## config.mk

```make
export PLATFORM = sky130hd
export DESIGN_NAME = uart_rx_8n1_with_fifo
export DESIGN_NICKNAME = d
export VERILOG_FILES = /design/src/uartrx_pkg.sv /design/src/uart_rx_8n1_with_fifo.sv /design/src/uartrx_frame.sv /design/src/uartrx_fifo.sv
export SDC_FILE = /design/constraint.sdc
export NUM_CORES = 1
export LEC_CHECK = 0
export BUFFER_PORTS_ARGS = -buffer_cell sky130_fd_sc_hd__buf_4
export CAP_MARGIN = 25
export CORE_MARGIN = 3
export CORE_UTILIZATION = 50
export CTS_CLUSTER_DIAMETER = 120
export CTS_CLUSTER_SIZE = 16
export DETAILED_ROUTE_END_ITERATION = 10
export PLACE_DENSITY = 0.63
export SLEW_MARGIN = 20
export SYNTH_ARGS = -nofsm -noshare
export SYNTH_HDL_FRONTEND = slang
export SYNTH_SLANG_ARGS = --single-unit
```

## constraint.sdc

```tcl
create_clock -name clock -period 5.6 [get_ports clock]
set_clock_uncertainty 0.1 [all_clocks]
set_input_delay 1.4 -clock clock [delete_from_list [all_inputs] [get_ports clock]]
set_output_delay 1.4 -clock clock [all_outputs]
set_load 0.02 [all_outputs]
```

## src/uartrx_pkg.sv

```systemverilog
// Shared types and constants of the 8N1 UART receiver with receive FIFO.
// Used by the frame receiver, the FIFO and the top level; no dependencies.
package uartrx_pkg;

   localparam int DATA_BITS          = 8;
   localparam int BIT_TIME_W         = 16;
   localparam int COUNT_W            = BIT_TIME_W + 1;
   localparam int BITS_LEFT_W        = 4;
   localparam int BIT_INDEX_W        = 4;
   localparam int FIFO_DEPTH_DEFAULT = 16;
   localparam int REQ_DATA_W         = 8;
   localparam int RSP_DATA_W         = 16;

   localparam logic [BIT_TIME_W-1:0]  BIT_TIME_RESET = 16'd104;
   localparam logic [BITS_LEFT_W-1:0] FRAME_EVENTS   = 4'd10;
   localparam logic [BIT_INDEX_W-1:0] BIT_INDEX_END  = 4'd8;

   typedef struct packed {
      logic                 push;
      logic [DATA_BITS-1:0] data;
   } push_type;

   typedef struct packed {
      logic stored;
      logic receiving;
   } frame_status_type;

   typedef struct packed {
      logic [DATA_BITS-1:0] head_byte;
      logic                 available;
      logic                 overflow;
   } fifo_status_type;

endpackage

```

## src/uart_rx_8n1_with_fifo.sv

```systemverilog
// Top level of the 8N1 UART receiver with receive FIFO: beat registers and CSR.
// Depends on uartrx_pkg, uartrx_frame and uartrx_fifo.
//
//   Channel  Direction  Payload
//   req_     in         tdata[0] rx_line, tdata[1] read_pop
//   rsp_     out        tdata[7:0] head_byte, [8] data_available, [9] byte_stored,
//                       [10] overflow, [11] receiving
//   csr_     in         data[15:0] bit_time
//
// One beat per clock is sustained while rsp_tready stays high. A request passes
// the input register, then the single pass through the frame counter and the FIFO
// pointer logic into the result register.
// Reset sets bit_time to 104 and empties the FIFO; no clearing pass is needed.
// A stalled result holds in the output register while one more request beat
// waits in the input register.
module uart_rx_8n1_with_fifo
   import uartrx_pkg::*;
#(
   parameter int FIFO_DEPTH = FIFO_DEPTH_DEFAULT
)
(
   input  logic                  clock,
   input  logic                  reset,
   input  logic                  req_tvalid,
   output logic                  req_tready,
   input  logic [REQ_DATA_W-1:0] req_tdata,  // rx_line, read_pop, zero fill
   output logic                  rsp_tvalid,
   input  logic                  rsp_tready,
   output logic [RSP_DATA_W-1:0] rsp_tdata,  // head_byte, data_available,
                                             // byte_stored, overflow, receiving
   input  logic                  csr_valid,
   output logic                  csr_ready,
   input  logic [BIT_TIME_W-1:0] csr_data
);

   logic                  in_valid_ff, in_valid_in;
   logic                  in_line_ff;
   logic                  in_pop_ff;
   logic                  out_valid_ff, out_valid_in;
   logic [BIT_TIME_W-1:0] bit_time_ff;
   logic                  advance;
   logic                  req_accept;
   push_type              push_req;
   frame_status_type      frame_status;
   fifo_status_type       fifo_status;

   assign advance    = in_valid_ff && (!out_valid_ff || rsp_tready);
   assign req_tready = !in_valid_ff || advance;
   assign req_accept = req_tvalid && req_tready;
   assign csr_ready  = 1'b1;

   always_comb begin
      in_valid_in = in_valid_ff;
      if (req_accept) begin
         in_valid_in = 1'b1;
      end else if (advance) begin
         in_valid_in = 1'b0;
      end
      out_valid_in = out_valid_ff;
      if (advance) begin
         out_valid_in = 1'b1;
      end else if (rsp_tready) begin
         out_valid_in = 1'b0;
      end
   end

   always_ff @(posedge clock) begin
      if (reset) begin
         in_valid_ff  <= 1'b0;
         out_valid_ff <= 1'b0;
         bit_time_ff  <= BIT_TIME_RESET;
      end else begin
         in_valid_ff  <= in_valid_in;
         out_valid_ff <= out_valid_in;
         if (csr_valid && csr_ready) begin
            bit_time_ff <= csr_data;
         end
      end
   end

   always_ff @(posedge clock) begin
      if (req_accept) begin
         in_line_ff <= req_tdata[0];
         in_pop_ff  <= req_tdata[1];
      end
   end

   uartrx_frame u_frame (
      .clock    (clock),
      .reset    (reset),
      .step     (advance),
      .line     (in_line_ff),
      .bit_time (bit_time_ff),
      .push_req (push_req),
      .status   (frame_status)
   );

   uartrx_fifo #(
      .FIFO_DEPTH (FIFO_DEPTH)
   ) u_fifo (
      .clock    (clock),
      .reset    (reset),
      .step     (advance),
      .pop      (in_pop_ff),
      .push_req (push_req),
      .status   (fifo_status)
   );

   assign rsp_tvalid = out_valid_ff;
   assign rsp_tdata  = {4'b0000,
                        frame_status.receiving,
                        fifo_status.overflow,
                        frame_status.stored,
                        fifo_status.available,
                        fifo_status.head_byte};

endmodule

```

## src/uartrx_frame.sv

```systemverilog
// Frame receiver: start edge detection, bit-center countdown and data shift.
// Depends on uartrx_pkg.
module uartrx_frame
   import uartrx_pkg::*;
(
   input  logic                  clock,
   input  logic                  reset,
   input  logic                  step,
   input  logic                  line,
   input  logic [BIT_TIME_W-1:0] bit_time,
   output push_type              push_req,
   output frame_status_type      status
);

   logic                   line_prev_ff, line_prev_in;
   logic [BITS_LEFT_W-1:0] bits_left_ff, bits_left_in;
   logic [COUNT_W-1:0]     count_ff, count_in;
   logic [DATA_BITS-1:0]   shift_ff, shift_in;
   logic [BIT_INDEX_W-1:0] index_ff, index_in;
   logic                   stored_ff, stored_in;
   logic                   receiving_ff, receiving_in;

   always_comb begin
      line_prev_in = line;
      bits_left_in = bits_left_ff;
      count_in     = count_ff;
      shift_in     = shift_ff;
      index_in     = index_ff;
      stored_in    = 1'b0;
      if (bits_left_ff == '0) begin
         if (line_prev_ff && !line) begin
            bits_left_in = FRAME_EVENTS;
            count_in     = {1'b0, bit_time} + {2'b00, bit_time[BIT_TIME_W-1:1]};
            shift_in     = '0;
            index_in     = '0;
         end
      end else if (count_ff > COUNT_W'(1)) begin
         count_in = count_ff - 1'b1;
      end else begin
         count_in     = {1'b0, bit_time};
         bits_left_in = bits_left_ff - 1'b1;
         if (bits_left_in > BITS_LEFT_W'(1)) begin
            if (index_ff < BIT_INDEX_END) begin
               shift_in[index_ff[2:0]] = shift_ff[index_ff[2:0]] | line;
               index_in                = index_ff + 1'b1;
            end
         end else begin
            stored_in    = 1'b1;
            bits_left_in = '0;
         end
      end
      receiving_in = (bits_left_in != '0);
   end

   always_ff @(posedge clock) begin
      if (reset) begin
         line_prev_ff <= 1'b1;
         bits_left_ff <= '0;
         count_ff     <= '0;
         shift_ff     <= '0;
         index_ff     <= '0;
         stored_ff    <= 1'b0;
         receiving_ff <= 1'b0;
      end else if (step) begin
         line_prev_ff <= line_prev_in;
         bits_left_ff <= bits_left_in;
         count_ff     <= count_in;
         shift_ff     <= shift_in;
         index_ff     <= index_in;
         stored_ff    <= stored_in;
         receiving_ff <= receiving_in;
      end
   end

   assign push_req.push    = step && stored_in;
   assign push_req.data    = shift_ff;
   assign status.stored    = stored_ff;
   assign status.receiving = receiving_ff;

endmodule

```

## src/uartrx_fifo.sv

```systemverilog
// Receive ring FIFO with pop-before-push ordering and flush on overflow.
// Depends on uartrx_pkg; the byte store is a memory with a registered read.
module uartrx_fifo
   import uartrx_pkg::*;
#(
   parameter int FIFO_DEPTH = FIFO_DEPTH_DEFAULT
)
(
   input  logic            clock,
   input  logic            reset,
   input  logic            step,
   input  logic            pop,
   input  push_type        push_req,
   output fifo_status_type status
);

   localparam int PTR_W = $clog2(FIFO_DEPTH);
   localparam logic [PTR_W-1:0] PTR_LAST = PTR_W'(FIFO_DEPTH - 1);

   logic [DATA_BITS-1:0] mem_ff [FIFO_DEPTH];
   logic [PTR_W-1:0]     rd_ptr_ff, rd_ptr_in;
   logic [PTR_W-1:0]     wr_ptr_ff, wr_ptr_in;
   logic [PTR_W-1:0]     rd_popped;
   logic [PTR_W-1:0]     wr_next;
   logic [PTR_W-1:0]     rd_next;
   logic [DATA_BITS-1:0] head_ff;
   logic                 head_valid_ff;
   logic                 available_ff;
   logic                 overflow_ff, overflow_in;
   logic                 empty;
   logic                 full;

   assign empty     = (rd_ptr_ff == wr_ptr_ff);
   assign rd_next   = (rd_ptr_ff == PTR_LAST) ? '0 : rd_ptr_ff + 1'b1;
   assign wr_next   = (wr_ptr_ff == PTR_LAST) ? '0 : wr_ptr_ff + 1'b1;
   assign rd_popped = (!empty && pop) ? rd_next : rd_ptr_ff;
   assign full      = (wr_next == rd_popped);

   always_comb begin
      rd_ptr_in   = rd_popped;
      wr_ptr_in   = wr_ptr_ff;
      overflow_in = 1'b0;
      if (push_req.push) begin
         wr_ptr_in = wr_next;
         if (full) begin
            rd_ptr_in   = wr_ptr_ff;
            overflow_in = 1'b1;
         end
      end
   end

   always_ff @(posedge clock) begin
      if (push_req.push) begin
         mem_ff[wr_ptr_ff] <= push_req.data;
      end
      if (step) begin
         head_ff <= mem_ff[rd_ptr_ff];
      end
   end

   always_ff @(posedge clock) begin
      if (reset) begin
         rd_ptr_ff     <= '0;
         wr_ptr_ff     <= '0;
         head_valid_ff <= 1'b0;
         available_ff  <= 1'b0;
         overflow_ff   <= 1'b0;
      end else if (step) begin
         rd_ptr_ff     <= rd_ptr_in;
         wr_ptr_ff     <= wr_ptr_in;
         head_valid_ff <= !empty;
         available_ff  <= (rd_ptr_in != wr_ptr_in);
         overflow_ff   <= overflow_in;
      end
   end

   assign status.head_byte = head_valid_ff ? head_ff : '0;
   assign status.available = available_ff;
   assign status.overflow  = overflow_ff;

endmodule

```

After elaboration in Yosys (flattened, before gate mapping)
Memories as Yosys holds them, arrays and structs flattened. A register that Yosys moved wholly into a read port is not among the register bits.
Cells that the tools add are included.
{"block": "word_totals", "inputBits": 29, "output_inout_bits": 19, "mem_bits_rw": 128, "word_cells": 97, "latchBits": 0, "mem_bits_ro": 0, "ff_bits": 67, "n_memories": 1}
{"memory": "u_fifo.mem_ff", "depth": 16, "word_bits": 8, "read_ports": 1, "rd_clocked_by_memory_dff": 1, "wr": 1, "line": "uartrx_fifo.sv:20", "source": "logic [DATA_BITS-1:0] mem_ff [FIFO_DEPTH];"}
{"block": "classes", "n_eq_ne": 7, "magnitude_cmp": 5, "n_mux": 40, "reduce_logical": 20, "add_sub_neg": 6, "shifts": 0, "mul": 0, "div_mod_pow": 0, "n_bitwise": 1}
{"op": "4-bit 2-to-1 mux", "n": 15}
{"op": "17-bit 2-to-1 mux", "n": 3}
{"op": "8-bit 2-to-1 mux", "n": 6}
{"op": "16-bit by 15-bit adder with 17-bit output", "n": 1}
{"op": "17-bit by 1-bit > comparator with 1-bit output, second input constant", "n": 1}
{"op": "17-bit by 1-bit subtractor with 17-bit output, second input constant", "n": 1}
{"op": "1-bit 2-to-1 mux", "n": 13}
{"op": "4-bit by 1-bit adder with 4-bit output, second input constant", "n": 3}
{"op": "8-bit bitwise mux", "n": 1}
{"op": "4-bit == test", "n": 2}
{"op": "4-bit == test, second input constant", "n": 2}
{"op": "2-bit nonzero test", "n": 4}
{"op": "1-bit logical AND", "n": 6}
{"op": "5-bit AND reduction", "n": 1}
{"op": "4-bit by 1-bit > comparator with 1-bit output, second input constant", "n": 1}
{"op": "1-bit logical NOT", "n": 4}
{"op": "4-bit logical NOT", "n": 1}
{"op": "3-bit by 4-bit less-than comparator with 1-bit output, second input constant", "n": 1}
{"op": "4-bit less-than comparator, second input constant", "n": 1}
{"op": "4-bit != test", "n": 1}
{"op": "4-bit nonzero test", "n": 1}
{"op": "4-bit by 1-bit subtractor with 4-bit output, second input constant", "n": 1}
{"op": "1-bit binary-select mux with 3-bit select", "n": 1}
{"op": "1-bit demux with 3-bit select", "n": 1}
{"op": "6 further kinds", "n": 7}

Depth between registers and ports, before layout
Gate-level depths: netlist of the first run.
{"block": "depth", "depth_word": 9, "mapped_depth": 12, "mapped_depth_nobuf": 11}

Modules after synthesis
Synthesis of the first run repeated with hierarchy kept, for this count alone.
{"block": "hier_totals", "cells_unflattened": 815, "area_unflattened_um2": 10110.9}
{"mod": "uartrx_fifo", "cells_each": 335, "area_each_um2": 6233.5, "seq_area_each_um2": 4304.1, "instances": 1}
{"mod": "uartrx_frame", "cells_each": 409, "area_each_um2": 3103.0, "seq_area_each_um2": 720.7, "instances": 1}
{"mod": "uart_rx_8n1_with_fifo", "cells_each": 71, "area_each_um2": 774.5, "seq_area_each_um2": 420.4, "instances": 1}

Least setup slack after synthesis of the first run
Ideal clock, no wire load.
{"block": "synth_timing", "path_kind": "input port to flip-flop", "start": "input port rsp_tready", "end": "register u_fifo.available_ff", "cell_stages": 10, "setup_time_ns": 0.088, "path_slack_ns": 1.916, "path_buffers": 3, "t_arrival_ns": 3.496, "required_ns": 5.412, "path_cell_list": "nor2b_1 -> nand2b_1 -> clkbuf_1 -> or4_1 -> buf_2 -> a2111o_1 -> buf_6 -> and3_4 -> xor2_1 -> a311oi_2"}
{"block": "synth_between", "elab_chain_len": 5, "word_cells_on_any_way": 6, "cone_classes": "eq/ne: 1; mux: 2; reduce/logical: 3"}
{"element": "start: declaration", "line": "uart_rx_8n1_with_fifo.sv:28", "source": "input logic rsp_tready,"}
{"element": "1-bit logical OR (*)", "line": "uart_rx_8n1_with_fifo.sv:47", "source": "assign advance = in_valid_ff && (!out_valid_ff || rsp_tready);"}
{"element": "1-bit logical AND (*)", "line": "uart_rx_8n1_with_fifo.sv:47"}
{"element": "1-bit logical AND", "line": "uartrx_frame.sv:75", "source": "assign push_req.push = step && stored_in;"}
{"element": "4-bit 2-to-1 mux", "line": "uartrx_fifo.sv:43", "source": "if (push_req.push) begin"}
{"element": "4-bit != test", "line": "uartrx_fifo.sv:72", "source": "available_ff <= (rd_ptr_in != wr_ptr_in);"}
{"element": "end signal: assignment", "line": "uartrx_fifo.sv:72"}
{"element": "end: declaration", "line": "uartrx_fifo.sv:28", "source": "logic available_ff;"}
Every way passes the cells marked *; elsewhere a longest branch is shown, timed or not.
A chain may end at the register's enable or synchronous reset.

Worst setup path in the final report of the first run
{"block": "layout_timing", "start": "input port rsp_tready", "end": "register u_frame.shift_ff[0]"}
{"block": "layout_between", "elab_chain_len": 3}
{"element": "1-bit logical OR", "line": "uart_rx_8n1_with_fifo.sv:47"}
{"element": "1-bit logical AND", "line": "uart_rx_8n1_with_fifo.sv:47"}
{"element": "5-bit AND reduction (no line)"}
{"element": "end signal: assignment", "line": "uartrx_frame.sv:68", "source": "shift_ff <= shift_in;"}
{"element": "end: declaration", "line": "uartrx_frame.sv:18", "source": "logic [DATA_BITS-1:0] shift_ff, shift_in;"}
Every way passes these cells.

==> results.sh, run 1 <==
export IMPL_outcome="finished clean"
export IMPL_nets=894
export IMPL_area_growth_pct=9.11
export IMPL_critPathRequiredTime_ns=5.91
export IMPL_grt_max_degree=67
export IMPL_max_cap_violations=0
export IMPL_total_power_mw=3.11
export IMPL_clk_insertion_delay_late_ns=0.48
export IMPL_crit_path_end_kind="flop"
export IMPL_htreeDepth=1
export IMPL_powerDensity_nw_per_um2=288
export IMPL_ys_warn_count=0
export IMPL_finalCriticalPeriod_ns=3.83
export IMPL_antenna_found_initial=0
export IMPL_design_area_um2=10800
export IMPL_drtAntennaViolNets=0
export IMPL_cts_setup_buffers=0
export IMPL_grt_pass1_wl_um=34300
export IMPL_cp_max_fo=20
export IMPL_die_y_um=147
export IMPL_min_path_type="reg -> reg"
export IMPL_ctsHoldBuffers=0
export IMPL_r2r_start="u_fifo.rd_ptr_ff[3]"
export IMPL_rsz0062_at_grt="no"
export IMPL_netlist_area_leader_share=0.419
export IMPL_cp_start_kind="input port"
export IMPL_dp_slack_ns=1.27
export IMPL_mostFrequentLayoutCells="edfxtp_1 (138), nor2_1 (107), dfxtp_1 (64)"
export IMPL_synth_edf_count=138
export IMPL_clk_path_buf_depth=3
export IMPL_holdWs_ns=0.360
export IMPL_r2r_end="u_fifo.available_ff"
export IMPL_dpl_hpwl_um=14000
export IMPL_cts_num_sinks=203
export IMPL_cp_data_arrival_time_ns=4.14
export IMPL_worstMarginPinSlew_ns=0.965
export IMPL_worst_r2r_path_depth=8
export IMPL_grt_pass1_vias=6475
export IMPL_setup_viol_count_final=0
export IMPL_criticalPathCategory="in -> reg"
export IMPL_wl_per_cell_um=19.2
export IMPL_synthArstFlopShare=0
export IMPL_p_int_mw=2.31
export IMPL_holdPathEnd="u_fifo.overflow_ff"
export IMPL_swShare=0.256
export IMPL_ir_drop_v=0.000205
export IMPL_leakagePower_nw=3.60
export IMPL_clkPwrFrac=0.338
export IMPL_drc_errors=0
export IMPL_regToRegSetupSlack_ns=1.79
export IMPL_finalHoldViolCount=0
export IMPL_synth_area_um2=9890
export IMPL_ctsResizeCount=0
export IMPL_hold_depth=2
export IMPL_drive_above_1_share=0.144
export IMPL_clock_root_buffer="clkbuf_16"
export IMPL_synthCells=824
export IMPL_synth_seq_cells=203
export IMPL_vias_per_cell=5.93
export IMPL_drv_slew=0
export IMPL_clkSlewWorstSetupHoldPaths_ns=0.08
export IMPL_yosys_cell_types_count=68
export IMPL_dpl_cell_area_um2=10300
export IMPL_syn_area_per_cell_um2=12.0
export IMPL_seqPwrFrac=0.528
export IMPL_initialDrtViolationCount=458
export IMPL_slew_headroom=0.354
export IMPL_wl_um=21300
export IMPL_setup_ws_ns=1.77
export IMPL_ys_seq_area_frac=0.551
export IMPL_yosys_area_top_type="edfxtp_1"
export IMPL_firstDrtPassIters=5
export IMPL_finalSetupTns_ns=0
export IMPL_core_area_um2=19100
export IMPL_rows=50
export IMPL_switchingPower_mw=0.797
export IMPL_track_usage=0.196
export IMPL_max_freq_ghz=0.261
export IMPL_fill_cells=1579
export IMPL_ys_flop_type="edfxtp_1"
export IMPL_power_frac_comb=0.134
export IMPL_die_w_um=147
export IMPL_diodes=0
export IMPL_tritoncts="yes"
export IMPL_portBuffers=36
export IMPL_netlist_top_cells_area="edfxtp_1 (42%), dfxtp_1 (13%), mux4_2 (9.1%)"
export IMPL_numCtsBuffers=16
export IMPL_grt_ovfl_total=0
export IMPL_vias=6548
export IMPL_routabilityCongestion=0.855
export IMPL_start_util=0.518
export IMPL_dieArea_um2=21500
export IMPL_pin_count=48
export IMPL_post_route_period_util=0.684
export IMPL_worstHoldStart="u_fifo.overflow_ff"
export IMPL_final_common_cell="edfxtp_1"
## cell usage after synthesis, types with 3 or more instances
library cell	count
or3_1	7
mux2_2	3
ha_1	28
nor2_1	107
a21o_1	5
a311oi_1	6
xnor2_1	21
nor3_1	27
or4_1	8
a211o_1	5
o21ai_0	30
o22ai_1	3
clkbuf_1	39
nor2b_1	8
dfxtp_1	65
and2_1	10
buf_4	9
xor2_1	10
buf_1	6
nand3b_1	6
nand3_1	11
inv_1	19
a211oi_1	23
o211ai_1	7
and3_1	9
nand2_1	45
nor4_1	12
nand2b_1	4
mux4_2	40
a22oi_1	3
edfxtp_1	138
mux2i_1	19
o21bai_1	3
a31oi_1	3
a21oi_1	43
## stage by stage
step           std cells  utilization
5_1_grt             1105        0.566
2_1_floorplan        827            -
6_report            1105        0.566
4_1_cts             1105        0.566
3_3_place_gp        1078        0.542
3_5_place_dp        1078        0.542
## cell families (layout without fill, tap and decap cells)
group,after synthesis,count (layout),synth area share
AND/OR/NAND/NOR,266,266,0.130
multiplexers,62,62,0.114
buffers and inverters,75,93,0.0328
flip-flops,203,203,0.551
XOR/XNOR,31,31,0.0275
AO/OA/AOI/OAI,156,156,0.107
other,2,5,0.000759
adder cells (fa/ha/maj),29,29,0.0374
## area by class of cell
class	count	area, um^2	share of cell area
flip-flops and latches	203	5450	0.505
multi-input cells	549	4140	0.383
clock buffers	25	434	0.0402
repair buffers	47	353	0.0327
well taps	260	325	0.0301
inverters	19	71.3	0.00661
clock inverters	2	23.8	0.00220
## metal layers
metal  GRT usage  vias to the layer above  wire length [um]
li1            -                     3129                 -
met5           0                        -                 0
met2       0.338                      115             10500
met4      0.0428                        0               272
met1       0.269                     3278              9790
met3      0.0255                       26               746
## worst max-delay path by stage
stage,start,end,slack (ns)
after floorplan,rsp_tready,u_fifo.available_ff,1.92
after global routing,rsp_tready,u_frame.shift_ff[0],1.41
after detailed placement,rsp_tready,u_frame.shift_ff[0],1.27
final,rsp_tready,u_frame.shift_ff[0],1.77
after global placement,rsp_tready,u_fifo.available_ff,1.33
after CTS,rsp_tready,u_frame.shift_ff[0],1.77
## power groups by stage
stage	registers (mW)	clock network [mW]	logic, mW
6_report	1.64	1.05	0.417
5_1_grt	1.64	1.13	0.465
4_1_cts	1.64	1.08	0.418
3_5_place_dp	1.67	0	0.415
3_3_place_gp	1.67	0	0.407
2_1_floorplan	1.66	0	0.327
## registers in the layout, summed over array words and instances (netlist names), 4 cells and up
signal                cells
u_fifo.wr_ptr_ff          4
u_frame.shift_ff          8
u_fifo.head_ff            8
u_frame.bits_left_ff      4
u_fifo.rd_ptr_ff          4
u_frame.index_ff          4
u_frame.count_ff         17
u_fifo.mem_ff           128
bit_time_ff              16
## worst max-delay path: stages
cell	delay [ns]
buf_4	0.08
nor2b_1	0.05
nand2b_1	0.45
inv_1	0.72
nand3b_1	0.50
nand2b_1	0.37
or4_1	0.43
a21oi_1	0.13
Note: power is estimated with default switching activity, not from simulation.
==> inputs of run 2 (changes only) <==
Settings changed: ABC_AREA from default to 1, PLACE_DENSITY 0.63 to 0.66.
Clock period 5.6 ns to 3.4 ns, I/O delays scaled along.
==> run 2 against run 1 <==
Net effect:
- sequential cell count did not move
- critical path depth rose by 5
- synthesized cell count rose by 31%
- core utilization fell by 0.12 points
==> results.sh, run 2 <==
export IMPL_rsz0062_at_grt="no"
export IMPL_synthArstFlopShare=0
export IMPL_nets=1170
export IMPL_synth_area_um2=10000
export IMPL_rows=51
export IMPL_grtUsageMet2=0.379
export IMPL_slew_headroom=0.496
export IMPL_htreeDepth=1
export IMPL_dieArea_um2=21800
export IMPL_grt_busiest_layer="met2"
export IMPL_vias=7737
export IMPL_initialDrtViolationCount=548
export IMPL_mostFrequentLayoutCells="nand2_1 (147), nor2_1 (146), edfxtp_1 (138)"
export IMPL_dpl_hpwl_um=15600
export IMPL_drtAntennaViolNets=0
export IMPL_core_area_um2=19600
export IMPL_drc_errors=0
export IMPL_dpl_cell_area_um2=10600
export IMPL_final_cells=1386
export IMPL_die_y_um=147
export IMPL_grt_use_met1=0.284
export IMPL_clk_insertion_delay_late_ns=0.48
export IMPL_cp_data_arrival_time_ns=3.25
export IMPL_cts_setup_buffers=0
export IMPL_netlist_top_cells_area="edfxtp_1 (41%), dfxtp_1 (13%), o21ai_0 (6.4%)"
export IMPL_drv_slew=0
export IMPL_track_usage=0.213
export IMPL_cts_num_sinks=203
export IMPL_clk_path_buf_depth=3
export IMPL_firstDrtPassIters=5
export IMPL_utilization=0.564
export IMPL_ctsResizeCount=0
export IMPL_netlist_area_leader_share=0.414
export IMPL_crit_path_end_kind="flop"
export IMPL_total_power_mw=5.35
export IMPL_holdWs_ns=0.367
export IMPL_syn_area_per_cell_um2=9.24
export IMPL_regToRegSetupSlack_ns=0.47
export IMPL_reg_largest_list="u_fifo.mem_ff (128), u_frame.count_ff (17), bit_time_ff (16)"
export IMPL_ir_drop_v=0.000299
export IMPL_synth_seq_cells=203
export IMPL_wl_um=23200
export IMPL_design_area_um2=11100
export IMPL_antenna_found_initial=0
export IMPL_outcome="finished clean"
export IMPL_diodes=0
export IMPL_clock_root_buffer="clkbuf_16"
export IMPL_ys_warn_count=0
export IMPL_clkSlewWorstSetupHoldPaths_ns=0.07
export IMPL_portBuffers=36
export IMPL_drive_above_1_share=0.113
export IMPL_holdPathEnd="u_frame.index_ff[3]"
export IMPL_finalHoldViolCount=0
export IMPL_area_growth_pct=10.5
export IMPL_finalSetupTns_ns=0
export IMPL_powerDensity_nw_per_um2=484
export IMPL_grt_max_degree=65
export IMPL_hold_depth=1
export IMPL_leakagePower_nw=4.19
export IMPL_worst_r2r_path_depth=13
export IMPL_final_common_cell="nand2_1"
export IMPL_grt_pass1_wl_um=38000
export IMPL_ys_flop_type="edfxtp_1"
export IMPL_synth_common_cells="nand2_1 (147), nor2_1 (146), edfxtp_1 (138)"
export IMPL_critPathRequiredTime_ns=3.71
export IMPL_yosysMostFrequentCell="nand2_1"
export IMPL_dp_slack_ns=0.543
export IMPL_worstMarginPinSlew_ns=0.755
export IMPL_cp_start_kind="flop"
export IMPL_start_util=0.511
export IMPL_wl_per_cell_um=16.7
export IMPL_pin_count=48
export IMPL_vias_per_cell=5.58
export IMPL_routabilityCongestion=0.874
export IMPL_ys_seq_area_frac=0.544
export IMPL_ctsHoldBuffers=0
export IMPL_die_w_um=147
export IMPL_worstHoldStart="u_frame.index_ff[3]"
export IMPL_grt_ovfl_total=0
export IMPL_yosys_area_top_type="edfxtp_1"
export IMPL_post_route_period_util=0.862
export IMPL_setup_ws_ns=0.470
export IMPL_r2r_end="u_frame.count_ff[12]"
export IMPL_max_freq_ghz=0.341
export IMPL_max_cap_violations=0
export IMPL_largest_register="u_fifo.mem_ff"
export IMPL_largest_reg_flops=128
export IMPL_r2r_start="bit_time_ff[1]"
export IMPL_synthCells=1083
export IMPL_dpl_cell_count=1359
export IMPL_finalCriticalPeriod_ns=2.93
export IMPL_min_path_type="reg -> reg"
export IMPL_met3_usage=0.0254
export IMPL_synth_edf_count=138
export IMPL_numCtsBuffers=16
export IMPL_grt_pass1_vias=7389
export IMPL_tritoncts="yes"
export IMPL_cp_max_fo=4
export IMPL_yosys_cell_types_count=48
export IMPL_criticalPathCategory="reg -> reg"
export IMPL_setup_viol_count_final=0
run 2: kinds of logic (layout without fill, tap and decap cells):
kind of cell	after synthesis	in the layout	share of synthesized area
AOI/OAI and AO/OA	277	277	0.162
xor gates and xnor gates	14	14	0.0123
adders and majority gates	29	29	0.0370
buffers and inverters	148	183	0.0602
DFF	203	203	0.544
other	2	5	0.000750
and+or+nand+nor	410	410	0.184
run 2: how the worst max path moves through the flow:
stage / from / end / slack, ns / cells past startpoint
after floorplan: rsp_tready / u_fifo.mem_ff[7][0] / 0.72 / 9
after global placement: rsp_tready / u_frame.count_ff[15] / 0.61 / 12
after detailed placement: bit_time_ff[1] / u_frame.count_ff[12] / 0.54 / 13
after CTS: bit_time_ff[1] / u_frame.count_ff[12] / 0.50 / 13
after global routing: bit_time_ff[1] / u_frame.count_ff[12] / 0.34 / 13
final: bit_time_ff[1] / u_frame.count_ff[12] / 0.47 / 13
run 2: critical path, stage by stage (launching register included):
cell	delay (ns)
dfxtp_1	0.38
ha_1	0.20
inv_1	0.06
fa_1	0.39
o21ai_0	0.32
a21oi_1	0.19
o21ai_0	0.37
a21boi_0	0.23
o21bai_1	0.20
xor2_1	0.18
nand2_1	0.07
nand3_1	0.08
nand2_1	0.06
inv_1	0.05
run 2: power by group:
part | switching, mW | internal (mW) | total (mW)
sequential | 0.0672 | 2.67 | 2.74
clock | 0.816 | 0.929 | 1.74
combinational | 0.573 | 0.297 | 0.871
run 2: per-layer routing:
layer	share of wire	routed length (um)
met1	0.44	10100
met2	0.50	11600
met3	0.045	1050
met4	0.018	425
met5	0	0
run 2: area by class of cell:
cell class,instances,area (um^2)
clock buffers,26,459
clock inverters,1,6.26
repair buffers,68,510
flip-flops and latches,203,5450
inverters,88,330
fillers,1729,8530
well taps,265,332
multi-input cells,735,3970
==> inputs of run 3 (changes only) <==
Settings changed: CTS_BUF_LIST from default to sky130_fd_sc_hd__clkbuf_4.
==> run 3 against run 2 <==
Net effect:
- combinational power about the same
- worst setup slack improved by 0.020 ns
- cell area decreased by 2.4%
- die area unchanged
- sequential cell count unchanged
- via count decreased by 0.61%
- first-iteration DRC count increased by 2.2%
- worst hold slack got worse by 0.095 ns
- clock power decreased by 37%
- maximum frequency increased by 0.68%
- critical path depth unchanged
==> results.sh, run 3 (synthesis gave the netlist of run 2 again) <==
export IMPL_criticalPathCategory="reg -> reg"
export IMPL_finalHoldViolCount=0
export IMPL_ir_drop_v=0.000242
export IMPL_firstDrtPassIters=5
export IMPL_die_w_um=147
export IMPL_vias=7690
export IMPL_utilization=0.551
export IMPL_drive_above_1_share=0.121
export IMPL_holdWs_ns=0.272
export IMPL_grt_pass1_vias=7335
export IMPL_critPathRequiredTime_ns=3.86
export IMPL_vias_per_cell=5.54
export IMPL_setup_ws_ns=0.489
export IMPL_cp_max_fo=4
export IMPL_clock_root_buffer="clkbuf_4"
export IMPL_drtAntennaViolNets=0
export IMPL_min_path_type="in -> reg"
export IMPL_final_common_cell="nand2_1"
export IMPL_cpMaxStageDelayCell="dfxtp_1"
export IMPL_core_area_um2=19600
export IMPL_drv_slew=0
export IMPL_die_y_um=147
export IMPL_cts_setup_buffers=0
export IMPL_pin_count=48
export IMPL_tritoncts="yes"
export IMPL_largest_reg_flops=128
export IMPL_routabilityCongestion=0.874
export IMPL_wl_um=23100
export IMPL_worstMarginPinSlew_ns=0.748
export IMPL_crit_chain="ha_1, inv_1, fa_1, o21ai_0, a21oi_1, o21ai_0, a21boi_0, o21bai_1, xor2_1, nand2_1, nand3_1, nand2_1, inv_1"
export IMPL_max_freq_ghz=0.344
export IMPL_cts_num_sinks=203
export IMPL_setup_viol_count_final=0
export IMPL_htreeDepth=1
export IMPL_clkSlewWorstSetupHoldPaths_ns=0.19
export IMPL_dieArea_um2=21800
export IMPL_reg_largest_list="u_fifo.mem_ff (128), u_frame.count_ff (17), bit_time_ff (16)"
export IMPL_portBuffers=36
export IMPL_drc_errors=0
export IMPL_finalCriticalPeriod_ns=2.91
export IMPL_finalSetupTns_ns=0
export IMPL_slew_headroom=0.501
export IMPL_clk_path_buf_depth=3
export IMPL_largest_register="u_fifo.mem_ff"
export IMPL_track_usage=0.211
export IMPL_post_route_period_util=0.856
export IMPL_ctsResizeCount=0
export IMPL_ctsHoldBuffers=0
export IMPL_crit_path_end_kind="flop"
export IMPL_numCtsBuffers=16
export IMPL_grt_pass1_wl_um=37700
export IMPL_outcome="finished clean"
export IMPL_dp_slack_ns=0.543
export IMPL_cp_start_kind="flop"
export IMPL_start_util=0.511
export IMPL_wl_per_cell_um=16.7
export IMPL_rows=51
export IMPL_rsz0062_at_grt="no"
export IMPL_dpl_hpwl_um=15600
export IMPL_leakagePower_nw=4.09
export IMPL_mostFrequentLayoutCells="nand2_1 (147), nor2_1 (146), edfxtp_1 (138)"
export IMPL_clk_insertion_delay_late_ns=0.64
export IMPL_max_cap_violations=0
export IMPL_area_growth_pct=7.85
export IMPL_initialDrtViolationCount=560
export IMPL_nets=1170
export IMPL_max_stage_delay_ns=0.42
export IMPL_powerDensity_nw_per_um2=435
export IMPL_antenna_found_initial=1
export IMPL_grt_ovfl_total=0
export IMPL_grt_max_degree=65
export IMPL_cp_data_arrival_time_ns=3.37
-- run 3: cell count changes in the layout (fill, tap and decap cells not counted), sizes merged --
cell   previous run  this run
diode             0         1
-- run 3: layout make-up --
cell class | instances | area (um^2)
multi-input cells | 735 | 3970
clock buffers | 26 | 195
clock inverters | 1 | 6.26
inverters | 88 | 330
fillers | 1758 | 8790
flip-flops and latches | 203 | 5450
well taps | 265 | 332
diodes | 1 | 2.50
repair buffers | 68 | 510
-- run 3: per-stage QoR --
stage	cell area, um^2	std cells	total power [mW]
4_1_cts	10800	1386	4.73
3_3_place_gp	10600	1359	3.65
2_1_floorplan	10000	1086	3.43
3_5_place_dp	10600	1359	3.66
6_report	10800	1387	4.70
5_1_grt	10800	1387	4.95
-- run 3: path summary, 6_finish.rpt --
check	startpoint	to	slack [ns]	depth (start not counted)
worst max register to register	bit_time_ff[1]	u_frame.count_ff[12]	0.49	13
worst min-delay path	req_tdata[1]	in_pop_ff	0.27	1
worst max-delay path	bit_time_ff[1]	u_frame.count_ff[12]	0.49	13
worst min register to register	u_frame.index_ff[3]	u_frame.index_ff[3]	0.38	1
-- run 3: routing by layer --
metal	track usage	vias to the layer above	part of all wire
li1	-	3844	-
met1	0.282	3633	0.44
met2	0.374	184	0.50
met3	0.0251	29	0.043
met4	0.0466	0	0.018
met5	0	-	0
-- run 3: power by group --
part,leakage [nW],internal [mW],total [mW],switching [mW]
clock,0.124,0.349,1.09,0.742
combinational,2.29,0.297,0.869,0.571
sequential,1.67,2.67,2.74,0.0675
total,4.09,3.32,4.70,1.38
-- run 3: worst max-delay path: cells and delay by family (launching register included) --
| family | cells | cell delay, ns |
|---|---|---|
| simple gates | 3 | 0.21 |
| fa+ha+maj | 2 | 0.59 |
| buf+inv | 2 | 0.11 |
| flops | 1 | 0.42 |
| xor+xnor | 1 | 0.17 |
| compound gates | 5 | 1.25 |
